===== src/rtl/bqd_pkg.sv =====
`default_nettype none

package bqd_pkg;

	localparam int COEF_W     = 32;
	localparam int NUM_COEF   = 5;
	localparam int CFG_IDX_W  = 3;
	localparam int ACC_W      = 48;
	localparam int GUARD_FRAC = 8;
	localparam int Y_SPLIT    = 24;
	localparam int MUL_A_W    = 33;
	localparam int MUL_P_W    = MUL_A_W + COEF_W;
	localparam int PROD_W     = 80;
	localparam int SUM_W      = ACC_W + 2;

	localparam logic [CFG_IDX_W-1:0] REG_FEED0 = 3'd0;
	localparam logic [CFG_IDX_W-1:0] REG_FEED1 = 3'd1;
	localparam logic [CFG_IDX_W-1:0] REG_FEED2 = 3'd2;
	localparam logic [CFG_IDX_W-1:0] REG_BACK1 = 3'd3;
	localparam logic [CFG_IDX_W-1:0] REG_BACK2 = 3'd4;

	localparam logic [COEF_W-1:0] FEED0_RESET = 32'd268435456;

	localparam logic signed [PROD_W-1:0] ACC_MAX_EXT =
		signed'({{(PROD_W-ACC_W+1){1'b0}}, {(ACC_W-1){1'b1}}});
	localparam logic signed [PROD_W-1:0] ACC_MIN_EXT = ~ACC_MAX_EXT;

	typedef enum logic [2:0] {
		ST_IDLE,
		ST_MUL,
		ST_ACC,
		ST_RND,
		ST_SUM,
		ST_FIN,
		ST_DONE
	} state_t;

	// product terms in evaluation order
	typedef enum logic [2:0] {
		TERM_B0X,
		TERM_B1X,
		TERM_A1Y,
		TERM_B2X,
		TERM_A2Y
	} term_t;

	typedef struct packed {
		logic mul_en;
		logic acc_en;
		logic acc_first;
		logic acc_hi;
		logic rnd_en;
		logic y_scale;
	} prod_ctrl_t;

	function automatic logic term_uses_y(input term_t t);
		return (t == TERM_A1Y) || (t == TERM_A2Y);
	endfunction

	function automatic logic term_closes(input term_t t);
		return (t == TERM_B0X) || (t == TERM_A1Y) || (t == TERM_A2Y);
	endfunction

	function automatic logic [CFG_IDX_W-1:0] term_coef(input term_t t);
		logic [CFG_IDX_W-1:0] idx;
		case (t)
			TERM_B0X: idx = REG_FEED0;
			TERM_B1X: idx = REG_FEED1;
			TERM_A1Y: idx = REG_BACK1;
			TERM_B2X: idx = REG_FEED2;
			TERM_A2Y: idx = REG_BACK2;
			default:  idx = REG_FEED0;
		endcase
		return idx;
	endfunction

	function automatic term_t term_next(input term_t t);
		term_t n;
		case (t)
			TERM_B0X: n = TERM_B1X;
			TERM_B1X: n = TERM_A1Y;
			TERM_A1Y: n = TERM_B2X;
			TERM_B2X: n = TERM_A2Y;
			default:  n = TERM_B0X;
		endcase
		return n;
	endfunction

	function automatic logic signed [ACC_W-1:0] sat_acc(input logic signed [PROD_W-1:0] v);
		logic signed [ACC_W-1:0] r;
		if (v > ACC_MAX_EXT) begin
			r = ACC_MAX_EXT[ACC_W-1:0];
		end else if (v < ACC_MIN_EXT) begin
			r = ACC_MIN_EXT[ACC_W-1:0];
		end else begin
			r = v[ACC_W-1:0];
		end
		return r;
	endfunction

endpackage

`default_nettype wire


===== src/rtl/biquad_iir_filter_unit.sv =====
`default_nettype none

// Transposed direct form II biquad, one sample at a time: a new sample is not taken
// until the last one is done. A single 33x32 multiplier is shared by the five coefficient
// products (the two feedback products on the 48-bit output take two passes each), each
// followed by accumulate, round and sum steps. in_ready is high only between samples; a
// finished result waits in the output register while the next sample is processed.
// Coefficients are signed Q3.28 and may be written at any register index 0..4 while idle.
module biquad_iir_filter_unit #(
	parameter int SAMPLE_BITS    = 24,
	parameter int COEF_FRAC_BITS = 28
) (
	input  wire                                       clk,
	input  wire                                       arst_n,
	input  wire                                       cfg_valid,
	output logic                                      cfg_ready,
	input  wire logic [bqd_pkg::CFG_IDX_W-1:0]        cfg_index,
	input  wire logic [bqd_pkg::COEF_W-1:0]           cfg_data,
	input  wire                                       in_valid,
	output logic                                      in_ready,
	input  wire logic signed [SAMPLE_BITS-1:0]        sample_in,
	output logic                                      out_valid,
	input  wire                                       out_ready,
	output logic signed [SAMPLE_BITS-1:0]             sample_out,
	output logic                                      clipped
);

	localparam int Q_W = bqd_pkg::ACC_W - bqd_pkg::GUARD_FRAC + 1;
	localparam logic signed [Q_W-1:0] SMAX =
		signed'({{(Q_W-SAMPLE_BITS+1){1'b0}}, {(SAMPLE_BITS-1){1'b1}}});
	localparam logic signed [Q_W-1:0] SMIN = ~SMAX;
	localparam logic signed [bqd_pkg::ACC_W:0] OUT_HALF =
		signed'((bqd_pkg::ACC_W+1)'(1) << (bqd_pkg::GUARD_FRAC - 1));

	bqd_pkg::state_t     state_q, state_d;
	bqd_pkg::term_t      term_q;
	bqd_pkg::prod_ctrl_t ctrl;
	logic                pp_q;
	logic                out_load;
	logic                out_valid_q;

	logic [bqd_pkg::COEF_W-1:0]            coef_q [bqd_pkg::NUM_COEF];
	logic signed [SAMPLE_BITS-1:0]         x_q;
	logic signed [bqd_pkg::ACC_W-1:0]      y_q, s1_q, s2_q;
	logic signed [bqd_pkg::SUM_W-1:0]      sum_q;
	logic signed [SAMPLE_BITS-1:0]         sample_q;
	logic                                  clip_q;

	logic signed [bqd_pkg::MUL_A_W-1:0]    op_a;
	logic signed [bqd_pkg::COEF_W-1:0]     op_b;
	logic signed [bqd_pkg::PROD_W-1:0]     prod_res;
	logic signed [bqd_pkg::ACC_W-1:0]      term_sat;
	logic signed [bqd_pkg::SUM_W-1:0]      term_ext;
	logic signed [bqd_pkg::ACC_W-1:0]      fin_word;
	logic signed [bqd_pkg::ACC_W:0]        y_round;
	logic signed [Q_W-1:0]                 q_val;
	logic                                  uses_y;

	bqd_prod_unit #(
		.COEF_FRAC_BITS(COEF_FRAC_BITS)
	) u_prod (
		.clk   (clk),
		.arst_n(arst_n),
		.ctrl  (ctrl),
		.op_a  (op_a),
		.op_b  (op_b),
		.result(prod_res)
	);

	always_comb begin
		uses_y = bqd_pkg::term_uses_y(term_q);
		if (!uses_y) begin
			op_a = {{(bqd_pkg::MUL_A_W-SAMPLE_BITS){x_q[SAMPLE_BITS-1]}}, x_q};
		end else if (pp_q) begin
			op_a = {{(bqd_pkg::MUL_A_W-(bqd_pkg::ACC_W-bqd_pkg::Y_SPLIT)){y_q[bqd_pkg::ACC_W-1]}},
				y_q[bqd_pkg::ACC_W-1:bqd_pkg::Y_SPLIT]};
		end else begin
			op_a = {{(bqd_pkg::MUL_A_W-bqd_pkg::Y_SPLIT){1'b0}}, y_q[bqd_pkg::Y_SPLIT-1:0]};
		end
		op_b = coef_q[bqd_pkg::term_coef(term_q)];

		term_sat = bqd_pkg::sat_acc(prod_res);
		term_ext = {{(bqd_pkg::SUM_W-bqd_pkg::ACC_W){term_sat[bqd_pkg::ACC_W-1]}}, term_sat};
		fin_word = bqd_pkg::sat_acc({{(bqd_pkg::PROD_W-bqd_pkg::SUM_W){sum_q[bqd_pkg::SUM_W-1]}},
			sum_q});

		// add half then floor
		y_round = {y_q[bqd_pkg::ACC_W-1], y_q} + OUT_HALF;
		q_val   = y_round[bqd_pkg::ACC_W:bqd_pkg::GUARD_FRAC];
	end

	// next state
	always_comb begin
		state_d = state_q;
		case (state_q)
			bqd_pkg::ST_IDLE: if (in_valid) state_d = bqd_pkg::ST_MUL;
			bqd_pkg::ST_MUL:  state_d = bqd_pkg::ST_ACC;
			bqd_pkg::ST_ACC:  state_d = (uses_y && !pp_q) ? bqd_pkg::ST_MUL : bqd_pkg::ST_RND;
			bqd_pkg::ST_RND:  state_d = bqd_pkg::ST_SUM;
			bqd_pkg::ST_SUM: begin
				state_d = bqd_pkg::term_closes(term_q) ? bqd_pkg::ST_FIN : bqd_pkg::ST_MUL;
			end
			bqd_pkg::ST_FIN: begin
				state_d = (term_q == bqd_pkg::TERM_A2Y) ? bqd_pkg::ST_DONE : bqd_pkg::ST_MUL;
			end
			bqd_pkg::ST_DONE: if (out_load) state_d = bqd_pkg::ST_IDLE;
			default:          state_d = bqd_pkg::ST_IDLE;
		endcase
	end

	// outputs
	always_comb begin
		ctrl     = '0;
		in_ready = 1'b0;
		out_load = 1'b0;
		case (state_q)
			bqd_pkg::ST_IDLE: in_ready = 1'b1;
			bqd_pkg::ST_MUL:  ctrl.mul_en = 1'b1;
			bqd_pkg::ST_ACC: begin
				ctrl.acc_en    = 1'b1;
				ctrl.acc_first = !pp_q;
				ctrl.acc_hi    = pp_q;
			end
			bqd_pkg::ST_RND: begin
				ctrl.rnd_en  = 1'b1;
				ctrl.y_scale = uses_y;
			end
			bqd_pkg::ST_DONE: out_load = !out_valid_q || out_ready;
			default: ;
		endcase
	end

	always_ff @(posedge clk or negedge arst_n) begin
		if (!arst_n) begin
			state_q     <= bqd_pkg::ST_IDLE;
			term_q      <= bqd_pkg::TERM_B0X;
			pp_q        <= 1'b0;
			out_valid_q <= 1'b0;
			s1_q        <= '0;
			s2_q        <= '0;
			coef_q[0]   <= bqd_pkg::FEED0_RESET;
			for (int i = 1; i < bqd_pkg::NUM_COEF; i++) begin
				coef_q[i] <= '0;
			end
		end else begin
			state_q <= state_d;

			if (cfg_valid && (cfg_index < bqd_pkg::CFG_IDX_W'(bqd_pkg::NUM_COEF))) begin
				coef_q[cfg_index] <= cfg_data;
			end

			case (state_q)
				bqd_pkg::ST_IDLE: begin
					if (in_valid) begin
						term_q <= bqd_pkg::TERM_B0X;
						pp_q   <= 1'b0;
					end
				end
				bqd_pkg::ST_ACC: if (uses_y && !pp_q) pp_q <= 1'b1;
				bqd_pkg::ST_SUM: begin
					if (!bqd_pkg::term_closes(term_q)) begin
						term_q <= bqd_pkg::term_next(term_q);
						pp_q   <= 1'b0;
					end
				end
				bqd_pkg::ST_FIN: begin
					case (term_q)
						bqd_pkg::TERM_A1Y: s1_q <= fin_word;
						bqd_pkg::TERM_A2Y: s2_q <= fin_word;
						default: ;
					endcase
					if (term_q != bqd_pkg::TERM_A2Y) begin
						term_q <= bqd_pkg::term_next(term_q);
						pp_q   <= 1'b0;
					end
				end
				default: ;
			endcase

			if (out_load) begin
				out_valid_q <= 1'b1;
			end else if (out_ready) begin
				out_valid_q <= 1'b0;
			end
		end
	end

	// datapath words
	always_ff @(posedge clk) begin
		case (state_q)
			bqd_pkg::ST_IDLE: begin
				if (in_valid) begin
					x_q   <= sample_in;
					sum_q <= {{(bqd_pkg::SUM_W-bqd_pkg::ACC_W){s1_q[bqd_pkg::ACC_W-1]}}, s1_q};
				end
			end
			bqd_pkg::ST_SUM: begin
				sum_q <= uses_y ? sum_q - term_ext : sum_q + term_ext;
			end
			bqd_pkg::ST_FIN: begin
				case (term_q)
					bqd_pkg::TERM_B0X: begin
						y_q   <= fin_word;
						sum_q <= {{(bqd_pkg::SUM_W-bqd_pkg::ACC_W){s2_q[bqd_pkg::ACC_W-1]}}, s2_q};
					end
					bqd_pkg::TERM_A1Y: sum_q <= '0;
					default: ;
				endcase
			end
			default: ;
		endcase

		if (out_load) begin
			if (q_val > SMAX) begin
				sample_q <= SMAX[SAMPLE_BITS-1:0];
				clip_q   <= 1'b1;
			end else if (q_val < SMIN) begin
				sample_q <= SMIN[SAMPLE_BITS-1:0];
				clip_q   <= 1'b1;
			end else begin
				sample_q <= q_val[SAMPLE_BITS-1:0];
				clip_q   <= 1'b0;
			end
		end
	end

	assign cfg_ready  = 1'b1;
	assign out_valid  = out_valid_q;
	assign sample_out = sample_q;
	assign clipped    = clip_q;

endmodule

`default_nettype wire


===== src/rtl/bqd_prod_unit.sv =====
`default_nettype none

module bqd_prod_unit #(
	parameter int COEF_FRAC_BITS = 28
) (
	input  wire                                     clk,
	input  wire                                     arst_n,
	input  wire bqd_pkg::prod_ctrl_t                ctrl,
	input  wire logic signed [bqd_pkg::MUL_A_W-1:0] op_a,
	input  wire logic signed [bqd_pkg::COEF_W-1:0]  op_b,
	output logic signed [bqd_pkg::PROD_W-1:0]       result
);

	localparam int XSH = COEF_FRAC_BITS - bqd_pkg::GUARD_FRAC;
	localparam int YSH = COEF_FRAC_BITS;
	localparam logic signed [bqd_pkg::PROD_W-1:0] HALF_X =
		signed'(bqd_pkg::PROD_W'(1) << (XSH - 1));
	localparam logic signed [bqd_pkg::PROD_W-1:0] HALF_Y =
		signed'(bqd_pkg::PROD_W'(1) << (YSH - 1));

	logic signed [bqd_pkg::MUL_P_W-1:0] mul_q;
	logic signed [bqd_pkg::PROD_W-1:0]  prod_q;
	logic signed [bqd_pkg::PROD_W-1:0]  res_q;
	logic signed [bqd_pkg::PROD_W-1:0]  pp_ext;
	logic signed [bqd_pkg::PROD_W-1:0]  pp_shift;
	logic signed [bqd_pkg::PROD_W-1:0]  neg_corr;
	logic signed [bqd_pkg::PROD_W-1:0]  rnd_x;
	logic signed [bqd_pkg::PROD_W-1:0]  rnd_y;

	always_comb begin
		pp_ext   = {{(bqd_pkg::PROD_W-bqd_pkg::MUL_P_W){mul_q[bqd_pkg::MUL_P_W-1]}}, mul_q};
		pp_shift = ctrl.acc_hi ? (pp_ext <<< bqd_pkg::Y_SPLIT) : pp_ext;
		// ties away from zero: negative products round with half minus one
		neg_corr = {{(bqd_pkg::PROD_W-1){1'b0}}, prod_q[bqd_pkg::PROD_W-1]};
		rnd_x    = prod_q + HALF_X - neg_corr;
		rnd_y    = prod_q + HALF_Y - neg_corr;
	end

	always_ff @(posedge clk or negedge arst_n) begin
		if (!arst_n) begin
			mul_q  <= '0;
			prod_q <= '0;
			res_q  <= '0;
		end else begin
			if (ctrl.mul_en) begin
				mul_q <= op_a * op_b;
			end
			if (ctrl.acc_en) begin
				prod_q <= ctrl.acc_first ? pp_shift : prod_q + pp_shift;
			end
			if (ctrl.rnd_en) begin
				res_q <= ctrl.y_scale ? (rnd_y >>> YSH) : (rnd_x >>> XSH);
			end
		end
	end

	assign result = res_q;

endmodule

`default_nettype wire


===== config.mk =====
export PLATFORM = sky130hd
export DESIGN_NAME = biquad_iir_filter_unit
export DESIGN_NICKNAME = d
export VERILOG_FILES = /design/src/rtl/bqd_pkg.sv /design/src/rtl/biquad_iir_filter_unit.sv /design/src/rtl/bqd_prod_unit.sv
export SDC_FILE = /design/constraint.sdc
export NUM_CORES = 2
export LEC_CHECK = 0
export BUFFER_PORTS_ARGS = -buffer_cell sky130_fd_sc_hd__clkbuf_2
export CORE_MARGIN = 2
export CORE_UTILIZATION = 58
export DETAILED_ROUTE_END_ITERATION = 8
export PLACE_DENSITY = 0.85
export SYNTH_ARGS = -nofsm -noshare
export SYNTH_HDL_FRONTEND = slang
export SYNTH_SLANG_ARGS = --single-unit

===== constraint.sdc =====
create_clock -name clk -period 9 [get_ports clk]
set_input_delay 1.35 -clock clk [delete_from_list [all_inputs] [get_ports clk]]
set_output_delay 1.35 -clock clk [all_outputs]
set_load 0.005 [all_outputs]

==> results.sh <==
export IMPL_rr_worst_depth=31
export IMPL_gr_usage_met1_pct=50.4
export IMPL_drc=39
export IMPL_synth_yosys_seq_area_share_pct=22.2
export IMPL_vias=66600
export IMPL_min_period_over_period_pct=104
export IMPL_worstSetupPathType="flop to flop"
export IMPL_violations="design-rule violations, max-capacitance violations, max-slew violations, negative setup slack"
export IMPL_max_stage_delay_ps=610
export IMPL_min_to="s2_q[43]"
export IMPL_syn_to_final_growth_pct=14.7
export IMPL_antenna_found_initial=10
export IMPL_portBuffers=90
export IMPL_holdCritStartpoint="s2_q[43]"
export IMPL_worstSetupEndpointType="flop"
export IMPL_drt_vias_per_instance=6.43
export IMPL_holdPathStages=2
export IMPL_r2r_start="term_q[1]"
export IMPL_numCtsBuffers=68
export IMPL_syn_area_um2=72600
export IMPL_crit_path_start_kind="flop"
export IMPL_gp_congestion=1.03
export IMPL_clkSinkCount=616
export IMPL_cts_tree="built"
export IMPL_syn_area_per_cell_um2=8.72
export IMPL_grtUsageMet2_pct=60.3
export IMPL_syn_inst=8330
export IMPL_tns_ps=-5160
export IMPL_ys_flop_type="dfrtp_1"
export IMPL_yosys_warnings=0
export IMPL_busiest_layer="met2"
export IMPL_cts_hold_buf=0
export IMPL_dr_pass1_iters=9
export IMPL_drt_initial_drc_count=9228
export IMPL_cp_required_ps=9510
export IMPL_grt_pass1_wl_um=387000
export IMPL_critPathMaxFanout=17
export IMPL_wl_um=264000
export IMPL_core_area_um2=124000
export IMPL_insertion_delay_ps=710
export IMPL_initial_core_util_pct=58.6
export IMPL_path_clk_slew_ps=80
export IMPL_arrival_ps=9880
export IMPL_finalWorstSetupSlack_ps=-369
export IMPL_fmax_mhz=107
export IMPL_synth_edf_count=147
export IMPL_die_h_um=358
export IMPL_setup_viol=31
export IMPL_grt_pass1_vias=65700
export IMPL_fill_cells=9218
export IMPL_rows=129
export IMPL_root_buffer="clkbuf_16"
export IMPL_routedWlPerCell_um=25.4
export IMPL_drive_gt1_share_pct=15.5
export IMPL_worstMarginPinSlew_ps=1520
export IMPL_r2r_setup_slack_ps=-370
export IMPL_io_pins=92
export IMPL_status="finished with violations"
export IMPL_finalMaxSlewViolations=4
export IMPL_dp_hpwl_um=193000
export IMPL_synthArstFlopShare_pct=76.1
export IMPL_grt_setup_unrepaired="yes"
export IMPL_finalCriticalPeriod_ps=9370
export IMPL_fin_skew_ps=66.2
export IMPL_nets=10000
export IMPL_h_tree_depth=3
export IMPL_slowest_stage="fa_2"
export IMPL_ys_seq_elements=616
export IMPL_ys_types=93
export IMPL_r2r_end="u_prod.mul_q[61]"
export IMPL_dieArea_um2=128000
export IMPL_grt_max_degree=183
export IMPL_syn_nets=9692
export IMPL_hold_viol=0
export IMPL_drtAntennaViolNets=0
export IMPL_cp_common_cell="fa_1"
export IMPL_die_w_um=358
export IMPL_fin_cells=10400
export IMPL_globalRouteOverflowTotal=0
export IMPL_cap_viol_max_count=1
export IMPL_grt_util_all_layers_pct=39.5
export IMPL_gr_usage_met3_pct=11.8
export IMPL_dp_cells=10100
export IMPL_holdCritPathClass="flop to flop"
export IMPL_clockBufferDepth=3
export IMPL_slew_headroom_pct=-2.44
layout by cell type (no fill, tap or decap), types with 134 or more instances in the layout:
| cell | Yosys | routed |
|---|---|---|
| nand2_1 | 1053 | 1041 |
| xor2_1 | 137 | 134 |
| a21oi_1 | 546 | 506 |
| ha_1 | 392 | 372 |
| xnor2_1 | 189 | 187 |
| buf_4 | 1 | 471 |
| inv_1 | 1109 | 1082 |
| nor2_1 | 735 | 694 |
| edfxtp_1 | 147 | 147 |
| fa_1 | 906 | 866 |
| mux2_2 | 167 | 166 |
| a21o_1 | 223 | 217 |
| dfrtp_1 | 468 | 463 |
| o21ai_0 | 575 | 543 |
metrics by stage:
stage | cell area, µm² | util, % | hold slack, ps | setup WS, ps
final | 83300 | 67.2 | 477 | -369
after CTS | 81400 | 65.6 | 477 | -18.9
after global placement | 78200 | 63.1 | 453 | -184
after floorplan | 72700 | - | 442 | -6.62
after global routing | 83300 | 67.2 | 497 | -403
after detailed placement | 78200 | 63.1 | 464 | -405
per-layer routing:
layer / vias to the layer above / share of wire (%)
met5: - / 0.11
li1: 28100 / -
met4: 18 / 7.6
met2: 4613 / 44
met3: 1371 / 13
met1: 32500 / 35
how the worst max path moves through the flow:
stage / startpoint / slack [ps] / depth (start not counted) / end
floorplan: term_q[1] / -7 / 31 / u_prod.mul_q[55]
global placement: term_q[1] / -180 / 33 / u_prod.mul_q[62]
detailed placement: term_q[1] / -400 / 33 / u_prod.mul_q[62]
CTS: term_q[1] / -20 / 38 / u_prod.mul_q[37]
global route: term_q[1] / -400 / 38 / u_prod.mul_q[52]
finish: term_q[1] / -370 / 31 / u_prod.mul_q[61]
what timing repair did:
| item | CTS | global route |
|---|---|---|
| buffers inserted | 33 | 60 |
| resized for setup | 78 | 308 |
| pin swaps | 21 | 159 |
| cloned | 3 | 9 |
| endpoints found under the setup margin | 31 | 35 |
critical path: cells and delay by family (launching register included):
family	cells	cell delay (ps)
simple gates	6	1640
buf+inv	9	1270
compound gates	5	1100
flops	1	420
mux	1	170
xor+xnor	1	190
fa+ha+maj	9	4370
area by class of cell:
class,count,area (µm²),area share [%]
multi-input combinational,6158,52000,62.5
sequential,616,16200,19.4
timing repair buffer,709,6460,7.76
inverter,1110,4180,5.02
tap,1637,2050,2.46
clock buffer,84,1870,2.25
clock inverter,40,514,0.618
antenna,4,10.0,0.0120
synthesized netlist by cell type (63+ instances only):
cell         n  area (µm²)
inv_1     1109        4160
nand2_1   1053        3950
fa_1       906       18100
nor2_1     735        2760
o21ai_0    575        2880
a21oi_1    546        2730
dfrtp_1    468       11700
clkbuf_1   402        1510
ha_1       392        4900
a21o_1     223        1670
xnor2_1    189        1660
mux2_2     167        1880
edfxtp_1   147        4410
xor2_1     137        1200
mux2i_1     97         971
nand3_1     94         470
nor3_1      90         450
nand4_1     78         488
and3_1      63         394
logic make-up (layout without fill, tap and decap cells):
kind of cell	after synthesis	after routing	share of synthesized area, %
other cells	1	5	0.00517
fa+ha+maj	1298	1298	31.7
flops	616	616	22.2
buf+inv	1556	1943	8.08
compound gates	1858	1858	15.5
xor+xnor	326	326	3.93
simple gates	2410	2410	14.5
mux	265	265	3.96
registers in the layout, summed over array words and instances, names as in the netlist:
name           cells
coef_q           160
y_q               48
state_q            3
s1_q              48
s2_q              48
u_prod.result     60
sample_out        24
sum_q             50
pp_q               1
x_q               24
u_prod.mul_q      65
term_q             3
u_prod.prod_q     80
clipped            1
out_valid          1
Power is not shown: default switching activity piles up to over one toggle a cycle in this logic, so the estimate is an artifact.
